<file path="src/msq_pkg.sv">
`default_nettype none

package msq_pkg;

    // field widths
    localparam int QUERY_W = 12;
    localparam int COUNT_W = 3;
    localparam int ROOT_W  = 7;
    // holds (root + 1)^2 for every root reached
    localparam int SQ_W    = 13;

    localparam int DEFAULT_TABLE_DEPTH = 4096;

    // saturated start count and first entry filled by search
    localparam logic [COUNT_W-1:0] START_COUNT = 3'd7;
    localparam logic [COUNT_W-1:0] ONE_COUNT   = 3'd1;
    localparam logic [COUNT_W-1:0] ERROR_COUNT = 3'd0;
    localparam logic [QUERY_W-1:0] FILL_START  = 12'd4;

    // sequencer states
    typedef enum logic [6:0] {
        ST_IDLE   = 7'b0000001,
        ST_SQCHK  = 7'b0000010,
        ST_INIT   = 7'b0000100,
        ST_READ   = 7'b0001000,
        ST_DRAIN  = 7'b0010000,
        ST_FINISH = 7'b0100000,
        ST_SPARE  = 7'b1000000
    } msq_state_t;

endpackage

`default_nettype wire

</file>
<file path="src/msq_ctrl.sv">
`default_nettype none

module msq_ctrl #(
    parameter int TABLE_DEPTH = msq_pkg::DEFAULT_TABLE_DEPTH,
    parameter int ADDR_W      = $clog2(TABLE_DEPTH)
) (
    input  wire logic                        aclk,
    input  wire logic                        aresetn,
    input  wire logic                        s_valid,
    output logic                             s_ready,
    input  wire logic [msq_pkg::QUERY_W-1:0] s_query_value,
    output logic                             m_valid,
    input  wire logic                        m_ready,
    output logic      [msq_pkg::COUNT_W-1:0] m_square_count,
    output logic                             mem_en,
    output logic                             mem_we,
    output logic      [ADDR_W-1:0]           mem_addr,
    output logic      [msq_pkg::COUNT_W-1:0] mem_wdata,
    input  wire logic [msq_pkg::COUNT_W-1:0] mem_rdata
);

    import msq_pkg::*;

    msq_state_t         state_reg, state_next;
    logic [QUERY_W-1:0] query_reg, query_next;
    logic [QUERY_W-1:0] idx_reg, idx_next;
    logic [ROOT_W-1:0]  root_reg, root_next;
    logic [SQ_W-1:0]    sq_reg, sq_next;
    logic [COUNT_W-1:0] best_reg, best_next;
    logic               pend_reg, pend_next;
    logic [COUNT_W-1:0] result_reg, result_next;
    logic               out_valid_reg, out_valid_next;
    logic [COUNT_W-1:0] out_count_reg, out_count_next;

    logic [COUNT_W-1:0] cand;
    logic [COUNT_W-1:0] merged;
    logic [SQ_W-1:0]    step_sq;
    logic [SQ_W-1:0]    query_ext;
    logic [SQ_W-1:0]    idx_ext;
    logic [SQ_W-1:0]    read_off;

    // candidate from the word read last cycle, saturating increment
    assign cand   = (mem_rdata == START_COUNT) ? START_COUNT : mem_rdata + COUNT_W'(1);
    assign merged = (pend_reg && (cand < best_reg)) ? cand : best_reg;

    // next square from the current one: (x + 1)^2 = x^2 + 2x + 1
    assign step_sq   = sq_reg + SQ_W'({root_reg, 1'b1});
    assign query_ext = SQ_W'(query_reg);
    assign idx_ext   = SQ_W'(idx_reg);
    assign read_off  = idx_ext - sq_reg;

    // sequencer
    always_comb begin
        state_next     = state_reg;
        query_next     = query_reg;
        idx_next       = idx_reg;
        root_next      = root_reg;
        sq_next        = sq_reg;
        best_next      = best_reg;
        pend_next      = pend_reg;
        result_next    = result_reg;
        out_valid_next = out_valid_reg;
        out_count_next = out_count_reg;
        s_ready        = 1'b0;
        mem_en         = 1'b0;
        mem_we         = 1'b0;
        mem_addr       = ADDR_W'(idx_reg);
        mem_wdata      = merged;

        // output word taken
        if (out_valid_reg && m_ready) begin
            out_valid_next = 1'b0;
        end

        unique case (state_reg)
            ST_IDLE: begin
                s_ready = 1'b1;
                if (s_valid) begin
                    query_next = s_query_value;
                    root_next  = '0;
                    sq_next    = '0;
                    state_next = ST_SQCHK;
                end
            end
            // walk squares up to the query to test for a perfect square, then finish early or start the fill
            ST_SQCHK: begin
                if (sq_reg >= query_ext) begin
                    if (sq_reg == query_ext) begin
                        result_next = ONE_COUNT;
                        state_next  = ST_FINISH;
                    end else if (32'(query_reg) >= 32'(TABLE_DEPTH)) begin
                        result_next = ERROR_COUNT;
                        state_next  = ST_FINISH;
                    end else if (query_reg < FILL_START) begin
                        result_next = query_reg[COUNT_W-1:0];
                        state_next  = ST_FINISH;
                    end else begin
                        idx_next   = '0;
                        state_next = ST_INIT;
                    end
                end else begin
                    root_next = root_reg + ROOT_W'(1);
                    sq_next   = step_sq;
                end
            end
            // seed entries below the first searched one with their own index
            ST_INIT: begin
                mem_en    = 1'b1;
                mem_we    = 1'b1;
                mem_wdata = idx_reg[COUNT_W-1:0];
                if (idx_reg == FILL_START - QUERY_W'(1)) begin
                    idx_next   = FILL_START;
                    root_next  = ROOT_W'(1);
                    sq_next    = SQ_W'(1);
                    best_next  = START_COUNT;
                    pend_next  = 1'b0;
                    state_next = ST_READ;
                end else begin
                    idx_next = idx_reg + QUERY_W'(1);
                end
            end
            // one table read per root, fold in the previous read
            ST_READ: begin
                mem_en    = 1'b1;
                mem_addr  = ADDR_W'(read_off);
                best_next = merged;
                pend_next = 1'b1;
                root_next = root_reg + ROOT_W'(1);
                sq_next   = step_sq;
                if (step_sq > idx_ext) begin
                    state_next = ST_DRAIN;
                end
            end
            // fold in the last read and write the entry back
            ST_DRAIN: begin
                mem_en    = 1'b1;
                mem_we    = 1'b1;
                pend_next = 1'b0;
                if (idx_reg == query_reg) begin
                    result_next = merged;
                    state_next  = ST_FINISH;
                end else begin
                    idx_next   = idx_reg + QUERY_W'(1);
                    root_next  = ROOT_W'(1);
                    sq_next    = SQ_W'(1);
                    best_next  = START_COUNT;
                    state_next = ST_READ;
                end
            end
            // hand the result to the output register
            ST_FINISH: begin
                if (!out_valid_reg || m_ready) begin
                    out_valid_next = 1'b1;
                    out_count_next = result_reg;
                    state_next     = ST_IDLE;
                end
            end
            default: begin
                state_next = ST_IDLE;
            end
        endcase
    end

    // control registers
    always_ff @(posedge aclk) begin
        if (!aresetn) begin
            state_reg     <= ST_IDLE;
            pend_reg      <= 1'b0;
            out_valid_reg <= 1'b0;
        end else begin
            state_reg     <= state_next;
            pend_reg      <= pend_next;
            out_valid_reg <= out_valid_next;
        end
    end

    // datapath registers
    always_ff @(posedge aclk) begin
        query_reg     <= query_next;
        idx_reg       <= idx_next;
        root_reg      <= root_next;
        sq_reg        <= sq_next;
        best_reg      <= best_next;
        result_reg    <= result_next;
        out_count_reg <= out_count_next;
    end

    assign m_valid        = out_valid_reg;
    assign m_square_count = out_count_reg;

endmodule

`default_nettype wire

</file>
<file path="config.mk">
export PLATFORM = sky130hd
export DESIGN_NAME = msq_ctrl
export DESIGN_NICKNAME = d
export VERILOG_FILES = /design/src/msq_pkg.sv /design/src/msq_ctrl.sv
export SDC_FILE = /design/constraint.sdc
export NUM_CORES = 1
export LEC_CHECK = 0
export BUFFER_PORTS_ARGS = -buffer_cell sky130_fd_sc_hd__buf_4
export CAP_MARGIN = 25
export CORE_MARGIN = 3
export CORE_UTILIZATION = 55
export CTS_BUF_LIST = sky130_fd_sc_hd__clkbuf_16
export DETAILED_ROUTE_END_ITERATION = 12
export MAX_ROUTING_LAYER = met4
export PLACE_DENSITY = 0.78
export SYNTH_ARGS = -nofsm -noshare
export SYNTH_HDL_FRONTEND = slang
export SYNTH_SLANG_ARGS = --single-unit
</file>
<file path="constraint.sdc">
create_clock -name aclk -period 4.5 [get_ports aclk]
set_clock_uncertainty 0.05 [all_clocks]
set_input_delay 0.45 -clock aclk [delete_from_list [all_inputs] [get_ports aclk]]
set_output_delay 0.45 -clock aclk [all_outputs]
set_load 0.01 [all_outputs]
</file>
==> flow_summary.toml <==
[status]
status = "complete, no violations"

[global_routing]
grt_pass1_vias = 3712
antenna_found_initial = 0
grt_max_degree = 24
gr-total-overflow = 0
grt_usage = 0.2541
grt_pass1_wl_mm = 18.64

[pwr]
p_per_area_nw_per_um2 = 516.2
ir_worst_vdd_mv = 0.2416
leakagePower_nw = 2.242

[detailed_routing]
vias = 3690
wire_per_inst_microns = 18.16
drt_iter0_drc = 207
drc = 0
first_pass_iters = 4
ant_nets = 0
drt-vias-per-instance = 5.952
wirelength_mm = 11.26

[finish]
antenna_cells = 0
final_nets = 581
final_common_cell = "edfxtp_1"
area_growth_pct = 14.94
drive_above_1_share = 0.1448
largest_reg_flops = 13
fill_cells = 635
most-common-layout-cells = "edfxtp_1 (53), inv_1 (48), ha_1 (47)"

[timing]
worst_slew_pin_slew_ns = 0.8499
period_share = 0.8554
final-max-slew-violation-count = 0
setup_viol = 0
slew_headroom = 0.4317
fin_tns_setup_ns = 0
finalCriticalPeriod_ns = 3.849
postLayoutSetupSlackWorst_ns = 0.6508
rsz0062_at_grt = "no"
hold_violations = 0
fmax_mhz = 259.8

[worst_setup_path]
cp_num_buf_inv = 0
worst-setup-path-type = "reg -> reg"
crit_family = "compound AO/OA/AOI/OAI gates"
cp.required_ns = 4.67
crit_slowest_cell = "o311ai_1"
reg2reg_slack_ns = 0.65
slowest_delay_ns = 0.59
crit_fanout = 5
startpoint_type = "flop"
path_cells = "fa_1 > a211oi_1 > nor2_2 > o22ai_1 > o21a_1 > nor3_1 > xnor2_1 > ha_1 > nand3_1 > a21oi_1 > nor2_1 > o311ai_1 > o211ai_1 > and3_1"
endpoint_kind = "flop"
cp.arrival_ns = 4.01

[yosys]
syn_inst = 470
synthesis.area_sq_um = 4541
syn_nets = 538
synth_warnings = 0
ys_seq_elements = 61
synth_top_flop_cell = "edfxtp_1"
synth_edf_count = 53
ys_types = 61
ys_seq_area_frac = 0.3858
synth_area_leaders = "edfxtp_1 (35%), ha_1 (13%), xnor2_1 (7.1%)"
yosys.area.top_type = "edfxtp_1"
yosysTopAreaCellShare = 0.3505
avgSynthCellArea_sq_um = 9.661
synth-async-reset-ratio = 0

[placement]
dpl_worst_slack_ns = 0.7427
numPortBuffers = 40
dp_hpwl_mm = 8.491
place.gp.congestion = 0.9869

[floorplanning]
die_w_microns = 96.86
num_io_pins = 41
die_area_sq_um = 9382
fp-row-count = 32
start_util = 0.5757
die_h_microns = 96.86
coreArea_sq_um = 7888

[clocking]
cts-root-buf = "clkbuf_16"
post_cts_buffers = 0
numCtsBuffers = 9
insertion_delay_ns = 0.33
cts.path.max_buffers = 2
cts_hold_buf = 0
path_clk_slew_ns = 0.05
cts_tree = "yes"
cts_resized = 0
cts_sinks = 61
cts_max_level = 3

[min_path]
min_path_type = "in -> reg"

[job]
max-cap-violations = 0
-- layer usage --
metal  vias to the layer above  global-route usage  share of wire
met5                         -                   -              0
met4                         0              0.1242          0.032
met3                        30             0.04542          0.055
met2                       128              0.3992           0.47
met1                      1760              0.3171           0.44
li1                       1772                   -              -
-- cell usage after synthesis, types with 3 or more instances --
master	n
edfxtp_1	53
nand3b_1	6
o21ai_1	8
o21a_1	9
nand3_1	12
o211ai_1	5
nor4_2	3
a31oi_1	3
mux2i_1	5
ha_1	47
and3_1	6
a21oi_1	20
inv_1	46
nor3_1	11
and2_1	3
xnor2_1	37
dfxtp_1	8
a211oi_1	3
nor2b_1	16
xor2_1	8
nor4_1	6
o22ai_1	3
clkbuf_1	7
a21o_1	5
o21ai_0	18
nand2_1	30
nand4_1	7
nand2b_1	6
nor2_1	38
-- logic make-up (layout without fill, tap and decap cells) --
family,count (synthesis),after routing,share of synthesized area
AO/OA/AOI/OAI,93,93,0.1361
flip-flops,61,61,0.3858
multiplexers,5,5,0.01102
adder cells (fa/ha/maj),49,49,0.1383
AND/OR/NAND/NOR,159,159,0.1904
buffers and inverters,58,106,0.05153
XOR/XNOR,45,45,0.08680
-- worst paths after layout --
path,cells past startpoint,end,startpoint
max,14,state_reg[3],root_reg[0]
min,1,query_reg[11],s_query_value[11]
max reg2reg,14,state_reg[3],root_reg[0]
min reg2reg,0,m_square_count[1],result_reg[1]
-- power by group --
| part | leakage (nW) | total (W) | switching, W | internal, W |
|---|---|---|---|---|
| combinational | 1.52 | 0.00116 | 0.000639 | 0.000521 |
| clock | 0.145 | 0.000664 | 0.000244 | 0.000420 |
| sequential | 0.575 | 0.000870 | 0.000130 | 0.000741 |
| total | 2.24 | 0.00269 | 0.00101 | 0.00168 |
-- worst reg2reg max path, stage by stage, from the launching register on --
cell	delay, ns
edfxtp_1	0.49
fa_1	0.51
a211oi_1	0.30
nor2_2	0.12
o22ai_1	0.23
o21a_1	0.21
nor3_1	0.07
xnor2_1	0.14
ha_1	0.31
nand3_1	0.13
a21oi_1	0.14
nor2_1	0.06
o311ai_1	0.59
o211ai_1	0.19
and3_1	0.23
-- final cells by class --
class | count | area (sq um) | area share
Multi-Input combinational cell | 351 | 2560 | 0.4905
Clock buffer | 9 | 225.2 | 0.04316
Sequential cell | 61 | 1752 | 0.3357
Inverter | 48 | 180.2 | 0.03452
Tap cell | 102 | 127.6 | 0.02445
Timing Repair Buffer | 42 | 315.3 | 0.06042
Clock inverter | 7 | 58.81 | 0.01127
-- metrics by stage --
stage	cell area [sq um]	hold WS [ns]	utilization	instances	total power (W)
finish	5219	0.2467	0.6616	620	0.002694
global route	5219	0.2395	0.6616	620	0.002874
CTS	5219	0.2414	0.6616	620	0.002689
detailed placement	4935	0.3562	0.6256	604	0.002000
global placement	4935	0.3507	0.6256	604	0.001959
floorplan	4541	0.3503	-	470	0.001713
No activity file was read; power rests on OpenSTA's default activity.
